## config.mk

```make
export PLATFORM = sky130hd
export DESIGN_NAME = depth_to_point_backprojection
export DESIGN_NICKNAME = d
export VERILOG_FILES = /design/src/rtl/core/dtpb_pkg.sv /design/src/rtl/core/dtpb_front.sv /design/src/rtl/core/dtpb_queue.sv /design/src/rtl/core/dtpb_div.sv /design/src/rtl/core/dtpb_back.sv /design/src/rtl/core/depth_to_point_backprojection.sv
export SDC_FILE = /design/constraint.sdc
export NUM_CORES = 2
export LEC_CHECK = 0
export ABC_CLOCK_PERIOD_IN_PS = 14900
export BUFFER_PORTS_ARGS = -buffer_cell sky130_fd_sc_hd__buf_4
export CAP_MARGIN = 20
export CORE_MARGIN = 2
export CORE_UTILIZATION = 35
export DETAILED_ROUTE_END_ITERATION = 16
export PLACE_DENSITY = 0.55
export SYNTH_ARGS = -nofsm -noshare
export SYNTH_HDL_FRONTEND = slang
export SYNTH_SLANG_ARGS = --single-unit
```

## constraint.sdc

```tcl
create_clock -name clk_i -period 14.9 [get_ports clk_i]
set_input_delay 0.745 -clock clk_i [delete_from_list [all_inputs] [get_ports clk_i]]
set_output_delay 0.745 -clock clk_i [all_outputs]
set_load 0.05 [all_outputs]
```

## src/rtl/core/dtpb_pkg.sv

```systemverilog
// shared types and constants for the depth to point back-projection block
`timescale 1ns / 1ps
package dtpb_pkg;

  localparam int unsigned MaxWidth   = 2048;
  localparam int unsigned MaxHeight  = 2048;
  localparam int unsigned PosW       = $clog2(MaxWidth);
  localparam int unsigned RowW       = $clog2(MaxHeight);
  localparam int unsigned DepthW     = 24;
  localparam int unsigned DqW        = 23;
  localparam int unsigned MagW       = 16;
  localparam int unsigned DivW       = 40;
  localparam int unsigned DivCntW    = 6;
  localparam int unsigned CfgIdxW    = 3;
  localparam int unsigned CfgDataW   = 16;
  localparam logic [DepthW-1:0] DepthLimit = 24'd65536;
  localparam logic [6:0]        CmPerM     = 7'd100;

  localparam logic [CfgIdxW-1:0] CFG_IMAGE_WIDTH = 3'd0;
  localparam logic [CfgIdxW-1:0] CFG_FOCAL_X     = 3'd1;
  localparam logic [CfgIdxW-1:0] CFG_FOCAL_Y     = 3'd2;
  localparam logic [CfgIdxW-1:0] CFG_CENTER_X    = 3'd3;
  localparam logic [CfgIdxW-1:0] CFG_CENTER_Y    = 3'd4;

  typedef struct packed {
    logic [11:0] image_width;
    logic [15:0] focal_x;
    logic [15:0] focal_y;
    logic [15:0] center_x;
    logic [15:0] center_y;
  } cfg_t;

  typedef struct packed {
    logic [PosW-1:0] col;
    logic [RowW-1:0] row;
    logic [DqW-1:0]  dq;
    logic [7:0]      red;
    logic [7:0]      green;
    logic [7:0]      blue;
  } item_t;

  typedef struct packed {
    logic push;
    logic pop;
  } q_ctrl_t;

  typedef struct packed {
    logic full;
    logic empty;
  } q_stat_t;

endpackage

```

## src/rtl/core/dtpb_front.sv

```systemverilog
// front end: pixel acceptance, raster counters and depth classification
`timescale 1ns / 1ps
module dtpb_front (
  input  logic                        clk_i,
  input  logic                        rst_ni,
  input  logic                        in_valid_i,
  output logic                        in_ready_o,
  input  logic [dtpb_pkg::DepthW-1:0] depth_i,
  input  logic                        invalid_i,
  input  logic                        start_i,
  input  logic [7:0]                  red_i,
  input  logic [7:0]                  green_i,
  input  logic [7:0]                  blue_i,
  input  logic [11:0]                 image_width_i,
  input  logic                        q_full_i,
  output logic                        push_o,
  output dtpb_pkg::item_t             item_o
);

  logic [dtpb_pkg::PosW-1:0] col_q, col_d, col_cur;
  logic [dtpb_pkg::RowW-1:0] row_q, row_d, row_cur;
  logic [11:0]               limit;
  logic                      accept;

  assign in_ready_o = !q_full_i;
  assign accept     = in_valid_i && in_ready_o;
  assign col_cur    = start_i ? '0 : col_q;
  assign row_cur    = start_i ? '0 : row_q;
  assign limit      = (image_width_i > 12'(dtpb_pkg::MaxWidth)) ?
                      12'(dtpb_pkg::MaxWidth) : image_width_i;

  always_comb begin
    col_d = col_q;
    row_d = row_q;
    if (accept) begin
      if (({1'b0, col_cur} + 12'd1) >= limit) begin
        col_d = '0;
        row_d = row_cur + 1'b1;
      end else begin
        col_d = col_cur + 1'b1;
        row_d = row_cur;
      end
    end
  end

  always_ff @(posedge clk_i or negedge rst_ni) begin
    if (!rst_ni) begin
      col_q <= '0;
      row_q <= '0;
    end else begin
      col_q <= col_d;
      row_q <= row_d;
    end
  end

  assign push_o       = accept && !invalid_i && (depth_i <= dtpb_pkg::DepthLimit);
  assign item_o.col   = col_cur;
  assign item_o.row   = row_cur;
  assign item_o.dq    = dtpb_pkg::DqW'(depth_i[16:0] * dtpb_pkg::CmPerM);
  assign item_o.red   = red_i;
  assign item_o.green = green_i;
  assign item_o.blue  = blue_i;

endmodule

```

## src/rtl/core/dtpb_queue.sv

```systemverilog
// two-entry queue between front and back
`timescale 1ns / 1ps
module dtpb_queue (
  input  logic              clk_i,
  input  logic              rst_ni,
  input  dtpb_pkg::q_ctrl_t ctrl_i,
  input  dtpb_pkg::item_t   item_i,
  output dtpb_pkg::q_stat_t stat_o,
  output dtpb_pkg::item_t   item_o
);

  dtpb_pkg::item_t mem_q [2];
  logic            wr_q, rd_q;
  logic [1:0]      cnt_q;

  assign stat_o.full  = (cnt_q == 2'd2);
  assign stat_o.empty = (cnt_q == 2'd0);
  assign item_o       = mem_q[rd_q];

  always_ff @(posedge clk_i) begin
    if (ctrl_i.push) begin
      mem_q[wr_q] <= item_i;
    end
  end

  always_ff @(posedge clk_i or negedge rst_ni) begin
    if (!rst_ni) begin
      wr_q  <= 1'b0;
      rd_q  <= 1'b0;
      cnt_q <= 2'd0;
    end else begin
      if (ctrl_i.push) wr_q <= !wr_q;
      if (ctrl_i.pop)  rd_q <= !rd_q;
      cnt_q <= cnt_q + {1'b0, ctrl_i.push} - {1'b0, ctrl_i.pop};
    end
  end

  a_no_overflow: assert property (@(posedge clk_i) disable iff (!rst_ni)
    stat_o.full |-> !ctrl_i.push || ctrl_i.pop) else $error("push into full queue");
  a_no_underflow: assert property (@(posedge clk_i) disable iff (!rst_ni)
    stat_o.empty |-> !ctrl_i.pop) else $error("pop from empty queue");
  a_count_range: assert property (@(posedge clk_i) disable iff (!rst_ni)
    cnt_q != 2'd3) else $error("queue count out of range");

endmodule

```

## src/rtl/core/dtpb_div.sv

```systemverilog
// restoring divider, one quotient bit per cycle
`timescale 1ns / 1ps
module dtpb_div (
  input  logic                        clk_i,
  input  logic                        rst_ni,
  input  logic                        start_i,
  input  logic [dtpb_pkg::DivW-1:0]   dividend_i,
  input  logic [dtpb_pkg::MagW-1:0]   divisor_i,
  output logic                        done_o,
  output logic [dtpb_pkg::DivW-1:0]   quot_o
);

  logic [dtpb_pkg::DivW-1:0]    work_q;
  logic [dtpb_pkg::MagW-1:0]    rem_q;
  logic [dtpb_pkg::DivCntW-1:0] cnt_q;
  logic                         busy_q, done_q;
  logic [dtpb_pkg::MagW:0]      shifted, diff;
  logic                         qbit;

  assign shifted = {rem_q, work_q[dtpb_pkg::DivW-1]};
  assign diff    = shifted - {1'b0, divisor_i};
  assign qbit    = (shifted >= {1'b0, divisor_i});

  always_ff @(posedge clk_i) begin
    if (start_i) begin
      work_q <= dividend_i;
      rem_q  <= '0;
    end else if (busy_q) begin
      work_q <= {work_q[dtpb_pkg::DivW-2:0], qbit};
      rem_q  <= qbit ? diff[dtpb_pkg::MagW-1:0] : shifted[dtpb_pkg::MagW-1:0];
    end
  end

  always_ff @(posedge clk_i or negedge rst_ni) begin
    if (!rst_ni) begin
      busy_q <= 1'b0;
      done_q <= 1'b0;
      cnt_q  <= '0;
    end else begin
      done_q <= 1'b0;
      if (start_i) begin
        busy_q <= 1'b1;
        cnt_q  <= '0;
      end else if (busy_q) begin
        cnt_q <= cnt_q + 1'b1;
        if (cnt_q == dtpb_pkg::DivCntW'(dtpb_pkg::DivW - 1)) begin
          busy_q <= 1'b0;
          done_q <= 1'b1;
        end
      end
    end
  end

  assign done_o = done_q;
  assign quot_o = work_q;

endmodule

```

## src/rtl/core/dtpb_back.sv

```systemverilog
// back end: projection of queued pixels through shared-step dividers
`timescale 1ns / 1ps
module dtpb_back (
  input  logic                 clk_i,
  input  logic                 rst_ni,
  input  dtpb_pkg::cfg_t       cfg_i,
  input  logic                 q_empty_i,
  input  dtpb_pkg::item_t      item_i,
  output logic                 pop_o,
  output logic                 out_valid_o,
  input  logic                 out_ready_i,
  output logic [31:0]          x_o,
  output logic [31:0]          y_o,
  output logic [23:0]          z_o,
  output logic [7:0]           red_o,
  output logic [7:0]           green_o,
  output logic [7:0]           blue_o
);

  localparam logic [1:0] ST_IDLE = 2'd0;
  localparam logic [1:0] ST_MUL  = 2'd1;
  localparam logic [1:0] ST_DIV  = 2'd2;
  localparam logic [1:0] ST_OUT  = 2'd3;

  logic [1:0]                    state_q, state_d;
  dtpb_pkg::item_t               it_q;
  logic                          negx_q, negy_q;
  logic [dtpb_pkg::MagW-1:0]     magx_q, magy_q;
  logic signed [17:0]            dfx, dfy;
  logic [15:0]                   fx, fy;
  logic [dtpb_pkg::DivW-1:0]     dvx, dvy, qx, qy;
  logic                          donex, doney, start;
  logic [31:0]                   satx, saty;

  assign dfx = $signed({2'b0, item_i.col, 4'b0}) - $signed({2'b0, cfg_i.center_x});
  assign dfy = $signed({2'b0, item_i.row, 4'b0}) - $signed({2'b0, cfg_i.center_y});
  assign fx  = (cfg_i.focal_x == '0) ? 16'd1 : cfg_i.focal_x;
  assign fy  = (cfg_i.focal_y == '0) ? 16'd1 : cfg_i.focal_y;

  // rounding offset folded into the dividend
  assign dvx = dtpb_pkg::DivW'(magx_q * it_q.dq) + dtpb_pkg::DivW'(fx[15:1]);
  assign dvy = dtpb_pkg::DivW'(magy_q * it_q.dq) + dtpb_pkg::DivW'(fy[15:1]);
  assign start = (state_q == ST_MUL);

  dtpb_div u_div_x (
    .clk_i(clk_i), .rst_ni(rst_ni), .start_i(start),
    .dividend_i(dvx), .divisor_i(fx), .done_o(donex), .quot_o(qx)
  );
  dtpb_div u_div_y (
    .clk_i(clk_i), .rst_ni(rst_ni), .start_i(start),
    .dividend_i(dvy), .divisor_i(fy), .done_o(doney), .quot_o(qy)
  );

  function automatic logic [31:0] sat(input logic neg, input logic [dtpb_pkg::DivW-1:0] q);
    logic [31:0] r;
    if (neg) begin
      r = (q > 40'h0080000000) ? 32'h8000_0000 : 32'(-q);
    end else begin
      r = (q > 40'h007FFFFFFF) ? 32'h7FFF_FFFF : q[31:0];
    end
    return r;
  endfunction

  assign satx  = sat(negx_q, qx);
  assign saty  = sat(negy_q, qy);
  assign pop_o = (state_q == ST_IDLE) && !q_empty_i;

  always_comb begin
    state_d = state_q;
    case (state_q)
      ST_IDLE: if (!q_empty_i) state_d = ST_MUL;
      ST_MUL:  state_d = ST_DIV;
      ST_DIV:  if (donex) state_d = ST_OUT;
      ST_OUT:  if (out_ready_i) state_d = ST_IDLE;
      default: state_d = ST_IDLE;
    endcase
  end

  always_ff @(posedge clk_i or negedge rst_ni) begin
    if (!rst_ni) state_q <= ST_IDLE;
    else         state_q <= state_d;
  end

  always_ff @(posedge clk_i) begin
    if (pop_o) begin
      it_q   <= item_i;
      negx_q <= dfx[17];
      negy_q <= dfy[17];
      magx_q <= dtpb_pkg::MagW'(dfx[17] ? -dfx : dfx);
      magy_q <= dtpb_pkg::MagW'(dfy[17] ? -dfy : dfy);
    end
    if (state_q == ST_DIV && donex) begin
      x_o <= satx;
      y_o <= saty;
    end
  end

  assign out_valid_o = (state_q == ST_OUT);
  assign z_o         = 24'(-{1'b0, it_q.dq});
  assign red_o       = it_q.red;
  assign green_o     = it_q.green;
  assign blue_o      = it_q.blue;

  a_div_lockstep: assert property (@(posedge clk_i) disable iff (!rst_ni)
    donex == doney) else $error("dividers out of step");
  a_done_in_div: assert property (@(posedge clk_i) disable iff (!rst_ni)
    donex |-> state_q == ST_DIV) else $error("divider finished outside divide state");
  a_start_after_pop: assert property (@(posedge clk_i) disable iff (!rst_ni)
    start |-> $past(pop_o)) else $error("divide started without a popped item");

endmodule

```

## src/rtl/core/depth_to_point_backprojection.sv

```systemverilog
// top level of the depth pixel to coloured point back-projection block
`timescale 1ns / 1ps
// Takes a raster stream of depth pixels (Q8.16 metres) with aligned colour and
// gives one coloured 3-D point, in Q15.16 centimetres, for every valid pixel no
// deeper than one metre; other pixels only advance the column and row counters.
// The front end takes one pixel per cycle, while the queue is not full, into a
// two-entry queue. The back end works out each point in steps: it loads the
// pixel, multiplies, runs the 40-step restoring divide by the focal length (x and
// y in parallel units) and hands the result over, and takes no new pixel before
// then, so the divider loop sets the sustained point rate.
// Configuration must be written only while the block is idle; the block itself does not enforce this.
module depth_to_point_backprojection (
  input  logic                          clk_i,
  input  logic                          rst_ni,
  // input pixel stream
  input  logic                          s_axis_tvalid,
  output logic                          s_axis_tready,
  input  logic [47:0]                   s_axis_tdata,  // depth_m, red_in, green_in, blue_in
  input  logic [1:0]                    s_axis_tuser,  // depth_invalid, frame_start
  // output point stream
  output logic                          m_axis_tvalid,
  input  logic                          m_axis_tready,
  output logic [111:0]                  m_axis_tdata,  // x_pos, y_pos, z_pos, red, green, blue
  // register write channel
  input  logic                          cfg_valid_i,
  output logic                          cfg_ready_o,
  input  logic [dtpb_pkg::CfgIdxW-1:0]  cfg_index_i,
  input  logic [dtpb_pkg::CfgDataW-1:0] cfg_data_i
);

  dtpb_pkg::cfg_t    cfg_q;
  dtpb_pkg::item_t   f_item, b_item;
  dtpb_pkg::q_ctrl_t qc;
  dtpb_pkg::q_stat_t qs;
  logic [31:0]       x_pos, y_pos;
  logic [23:0]       z_pos;
  logic [7:0]        r_o, g_o, b_o;

  // registers are always writable
  assign cfg_ready_o = 1'b1;

  always_ff @(posedge clk_i or negedge rst_ni) begin
    if (!rst_ni) begin
      cfg_q.image_width <= 12'd640;
      cfg_q.focal_x     <= 16'd8000;
      cfg_q.focal_y     <= 16'd8000;
      cfg_q.center_x    <= 16'd5120;
      cfg_q.center_y    <= 16'd3840;
    end else if (cfg_valid_i) begin
      case (cfg_index_i)
        dtpb_pkg::CFG_IMAGE_WIDTH: cfg_q.image_width <= cfg_data_i[11:0];
        dtpb_pkg::CFG_FOCAL_X:     cfg_q.focal_x     <= cfg_data_i;
        dtpb_pkg::CFG_FOCAL_Y:     cfg_q.focal_y     <= cfg_data_i;
        dtpb_pkg::CFG_CENTER_X:    cfg_q.center_x    <= cfg_data_i;
        dtpb_pkg::CFG_CENTER_Y:    cfg_q.center_y    <= cfg_data_i;
        default: ;
      endcase
    end
  end

  // front end: counters and classification of each transaction
  dtpb_front u_front (
    .clk_i(clk_i), .rst_ni(rst_ni),
    .in_valid_i(s_axis_tvalid), .in_ready_o(s_axis_tready),
    .depth_i(s_axis_tdata[23:0]), .invalid_i(s_axis_tuser[0]), .start_i(s_axis_tuser[1]),
    .red_i(s_axis_tdata[31:24]), .green_i(s_axis_tdata[39:32]), .blue_i(s_axis_tdata[47:40]),
    .image_width_i(cfg_q.image_width), .q_full_i(qs.full),
    .push_o(qc.push), .item_o(f_item)
  );

  // decouples the pixel rate from the projection rate
  dtpb_queue u_queue (
    .clk_i(clk_i), .rst_ni(rst_ni), .ctrl_i(qc), .item_i(f_item),
    .stat_o(qs), .item_o(b_item)
  );

  // back end: projection and output register
  dtpb_back u_back (
    .clk_i(clk_i), .rst_ni(rst_ni), .cfg_i(cfg_q),
    .q_empty_i(qs.empty), .item_i(b_item), .pop_o(qc.pop),
    .out_valid_o(m_axis_tvalid), .out_ready_i(m_axis_tready),
    .x_o(x_pos), .y_o(y_pos), .z_o(z_pos), .red_o(r_o), .green_o(g_o), .blue_o(b_o)
  );

  assign m_axis_tdata = {b_o, g_o, r_o, z_pos, y_pos, x_pos};

endmodule
```

==> results.md <==
* Top-Level Pins at 189
* Synthesis-stage register bit count at 508
* Setup repair after global routing missed its margin: no
* Total half-perimeter wirelength after legalization and detailed placement at 94.4 mm
* Worst path max stage delay at 930 ps
* Crit path arrival time at 7720 ps
* Std cell rows at 139
* Core Box Area at 144000 sq um
* Hold Fails Final Rpt at 0
* Insertion delay of the later-clocked pin in the worst-skew pair at 670 ps
* Worst relative slew slack at 23.2%
* Via count of the first global-routing pass at 36400
* Total GRT Usage at 17.2%
* Number of antenna-violating nets in the routed design at 0
* Pre-CTS setup slack at 7630 ps
* Final TNS setup at 0 ps
* Clock-pin transition on the worst setup and hold timing paths at 60 ps
* Max Fclk at 137 MHz
* Share of synthesized flip-flops with an asynchronous set or reset at 23.4%
* Post-layout util at 38.7%
* Number of levels the H-tree was split into at 2
* Number of search-and-repair iterations in the first detailed-routing pass at 11
* Violated checks: DRC
* Crit path setup slack, layout at 7590 ps
* Yosys warning count at 0
* Critical setup path kind: reg2reg
* Startpoint of the worst register-to-register path: u_back.magy_q[8]
* Post-synth top flop: sky130_fd_sc_hd__edfxtp_1
* Top-area cell type share of the netlist area at 22.5%
* Portion of the post-synthesis area used by sequential elements at 28.3%
* Setup fix buffers added after clock tree synthesis at 0
* Largest net degree at the start of global routing at 72
* Antenna violations before repair at 2
* Number of port buffers at 185
* Count of cell types in the netlist at 81
* Max-cap check violation count at 0
* Netlist area before placement at 50700 sq um
* Clk_skew at 42.0 ps
* Element type at the critical path end: flip-flop
* CTS max path bufs at 3
* Initial DRC count at 1885
* Top area cells in the synthesized netlist: sky130_fd_sc_hd__fa_1 23%, sky130_fd_sc_hd__edfxtp_1 21%, sky130_fd_sc_hd__ha_1 9.6%, sky130_fd_sc_hd__inv_1 6.4%, sky130_fd_sc_hd__dfrtp_1 4.9%
* DIE HEIGHT at 385 um
* Mean cell area of the mapped netlist at 9.72 sq um
* Post-detailed-route via-to-cell ratio at 4.92
* Maximum net fanout on the critical path at 21
* Transition time at the pin with the least slew margin at 1150 ps
* CTS Root Cell: sky130_fd_sc_hd__clkbuf_16
* Die area at 148000 sq um
* Post-route DRC at 8
* CP startpoint kind: flip-flop
* Number of fill cells in the layout at 14400
* Layout cells sized above 1 at 10.2%
* Fin. max-slew vios at 0
* Post-synthesis to final-layout area growth at 9.81%
* Crit path top cell by count: sky130_fd_sc_hd__fa_1
* GRT Residual Overflow at 0
* DP Cell Count at 7052
* Vias after detailed routing at 35300
* Number of enable flip-flop cells after synthesis at 357
* Initial standard-cell utilization of the core at 35.3%
* Run status: finished, violations left
* Critical path startpoint: u_back.magy_q[8]
* Clock net sink count at 508
* Min-delay src: s_axis_tdata[31]
* Final worst path period share at 49.0%
* Final cell count without fillers at 7164
* Weighted congestion reported at the end of routability-driven placement at 0.864
* CP max stage cell: sky130_fd_sc_hd__edfxtp_1
* Area leader, netlist: sky130_fd_sc_hd__fa_1
* Syn Inst Count at 5213
* Clock period minus worst slack at 7310 ps
* Cells traversed along the worst timing path: nand2_1, fa_1, inv_1, fa_1, inv_1, fa_1, inv_1, fa_1, inv_1, fa_1, inv_1, fa_1, ha_1, a211o_1, a21oi_1, and3_1, nand3_1, a31oi_1, o21ai_1, a221oi_1, o21ai_0, a221o_1
* # nets final at 6243
* CTS tree: done
* Setup violations, final at 0
* DR WL/cell at 17.4 um
* Global-route wire length before repair at 203 mm
* Wirelength, routed at 125 mm
* Hold Path Class: in2reg
* Number of buffers inserted during clock tree synthesis at 57
* Required time of the critical path at 15310 ps
* Die outline width at 385 um
through the flow:
step                      hold slack (ps)  area [sq um]
after detailed placement              481         53600
after global routing                  248         55700
after CTS                             228         55600
after global placement                475         53600
after floorplan                       449         50700
final                                 277         55700
worst paths after layout:
check | endpoint | slack (ps) | depth (start not counted)
worst min register to register | u_front.col_q[0] | 490 | 2
max in group asynchronous | cfg_q[37] | 12670 | 4
worst min-delay path | u_queue.mem_q[0][23] | 280 | 1
worst max register to register | u_back.u_div_y.quot_o[37] | 7590 | 22
min in group asynchronous | u_back.u_div_x.cnt_q[5] | 530 | 2
worst max-delay path | u_back.u_div_y.quot_o[37] | 7590 | 22
flip-flops by register name (all words and copies together) (netlist names), 8 cells and up:
register,count
u_back.y_o,32
u_front.row_q,11
u_back.blue_o,8
u_back.u_div_x.quot_o,40
u_back.u_div_y.rem_q,16
u_queue.mem_q,134
u_back.it_q,21
u_back.green_o,8
u_back.red_o,8
u_back.magx_q,16
cfg_q,76
u_back.magy_q,16
u_front.col_q,11
u_back.x_o,32
u_back.u_div_y.quot_o,40
u_back.u_div_x.rem_q,16
worst max-delay path, delay by kind of cell, from the launching register on:
family / cells / cell delay [ps]
AO/OA/AOI/OAI: 7 / 1950
adder cells (fa/ha/maj): 7 / 3450
buffers and inverters: 5 / 270
flip-flops: 1 / 930
AND/OR/NAND/NOR: 3 / 440
routing by layer:
metal | vias to the layer above | share of wire, % | wire length [um] | GRT usage [%]
met1 | 17700 | 45 | 56700 | 23.4
met3 | 133 | 4.8 | 6000 | 2.25
met4 | 2 | 2.0 | 2490 | 3.89
met2 | 678 | 48 | 59700 | 28.9
met5 | - | 0.010 | 13 | 0
li1 | 16800 | - | - | -
repair_timing:
item | 4_1_cts | 5_1_grt
gates resized for setup | 0 | 0
endpoints found under the setup margin | 0 | 0
hold buffers | 1 | 0
endpoints found under the hold margin | 15 | 0
synthesized netlist by cell type, types with 18 or more instances:
master and count:
sky130_fd_sc_hd__inv_1 867, sky130_fd_sc_hd__nand2_1 611, sky130_fd_sc_hd__fa_1 570, sky130_fd_sc_hd__ha_1 388, sky130_fd_sc_hd__edfxtp_1 357, sky130_fd_sc_hd__and2_1 294
sky130_fd_sc_hd__clkbuf_1 239, sky130_fd_sc_hd__nor2_1 234, sky130_fd_sc_hd__a21oi_1 163, sky130_fd_sc_hd__mux2_2 158, sky130_fd_sc_hd__o21ai_0 142, sky130_fd_sc_hd__xnor2_1 138
sky130_fd_sc_hd__dfrtp_1 99, sky130_fd_sc_hd__a21o_1 74, sky130_fd_sc_hd__nor2b_1 70, sky130_fd_sc_hd__xor2_1 68, sky130_fd_sc_hd__nor3_1 60, sky130_fd_sc_hd__nand3_1 50
sky130_fd_sc_hd__o22ai_1 45, sky130_fd_sc_hd__mux2i_1 42, sky130_fd_sc_hd__nand4_1 42, sky130_fd_sc_hd__or3_1 39, sky130_fd_sc_hd__nand2b_1 35, sky130_fd_sc_hd__a31oi_1 34
sky130_fd_sc_hd__dfxtp_1 32, sky130_fd_sc_hd__o21a_1 30, sky130_fd_sc_hd__a211oi_1 29, sky130_fd_sc_hd__buf_4 29, sky130_fd_sc_hd__nor4_1 25, sky130_fd_sc_hd__dfstp_2 20
sky130_fd_sc_hd__nor3b_1 20, sky130_fd_sc_hd__o21bai_1 18
cell type report:
class | instances | area, sq um | area share [%]
Multi-Input combinational cell | 3546 | 31900 | 57.3
Sequential cell | 508 | 14400 | 25.8
Inverter | 867 | 3250 | 5.85
Tap cell | 1903 | 2380 | 4.28
Timing Repair Buffer | 231 | 1760 | 3.16
Clock buffer | 80 | 1710 | 3.07
Clock inverter | 28 | 289 | 0.519
Antenna cell | 1 | 2.50 | 0.00450
logic make-up (layout without fill, tap and decap cells):
logic type | count (synthesis) | after routing | share of synthesized area, %
and+or+nand+nor | 1550 | 1550 | 15.0
buffers and inverters | 1160 | 1206 | 8.83
adders and majority gates | 958 | 958 | 32.1
AOI/OAI and AO/OA | 629 | 629 | 7.87
DFF | 508 | 508 | 28.3
xor gates and xnor gates | 206 | 206 | 3.56
muxes | 200 | 200 | 4.34
other | 2 | 4 | 0.0148
cell usage in the layout (no fill, tap or decap), types with 13 or more instances in the layout:
| cell | count |
|---|---|
| sky130_fd_sc_hd__mux2_2 | 158 |
| sky130_fd_sc_hd__dfstp_2 | 20 |
| sky130_fd_sc_hd__nor2b_1 | 68 |
| sky130_fd_sc_hd__xnor2_1 | 138 |
| sky130_fd_sc_hd__nand2_1 | 611 |
| sky130_fd_sc_hd__a31oi_1 | 34 |
| sky130_fd_sc_hd__nor2_1 | 233 |
| sky130_fd_sc_hd__nand3b_1 | 13 |
| sky130_fd_sc_hd__a211oi_1 | 29 |
| sky130_fd_sc_hd__a21o_1 | 74 |
| sky130_fd_sc_hd__nor3_1 | 59 |
| sky130_fd_sc_hd__o21bai_1 | 18 |
| sky130_fd_sc_hd__and3_1 | 16 |
| sky130_fd_sc_hd__clkbuf_16 | 62 |
| sky130_fd_sc_hd__o21ai_0 | 142 |
| sky130_fd_sc_hd__fa_1 | 570 |
| sky130_fd_sc_hd__a21oi_1 | 163 |
| sky130_fd_sc_hd__dfrtp_1 | 98 |
| sky130_fd_sc_hd__o22ai_1 | 45 |
| sky130_fd_sc_hd__mux2i_1 | 42 |
| sky130_fd_sc_hd__o21a_1 | 30 |
| sky130_fd_sc_hd__edfxtp_1 | 357 |
| sky130_fd_sc_hd__and2_1 | 292 |
| sky130_fd_sc_hd__buf_4 | 226 |
| sky130_fd_sc_hd__inv_1 | 867 |
| sky130_fd_sc_hd__ha_1 | 387 |
| sky130_fd_sc_hd__or3_1 | 39 |
| sky130_fd_sc_hd__nor4_1 | 25 |
| sky130_fd_sc_hd__o31ai_1 | 14 |
| sky130_fd_sc_hd__nand2b_1 | 35 |
| sky130_fd_sc_hd__xor2_1 | 68 |
| sky130_fd_sc_hd__nand3_1 | 50 |
| sky130_fd_sc_hd__nand4_1 | 42 |
| sky130_fd_sc_hd__dfxtp_1 | 32 |
| sky130_fd_sc_hd__nor3b_1 | 19 |
Power is not shown: default switching activity piles up to over one toggle a cycle in this logic, so the estimate is an artifact.
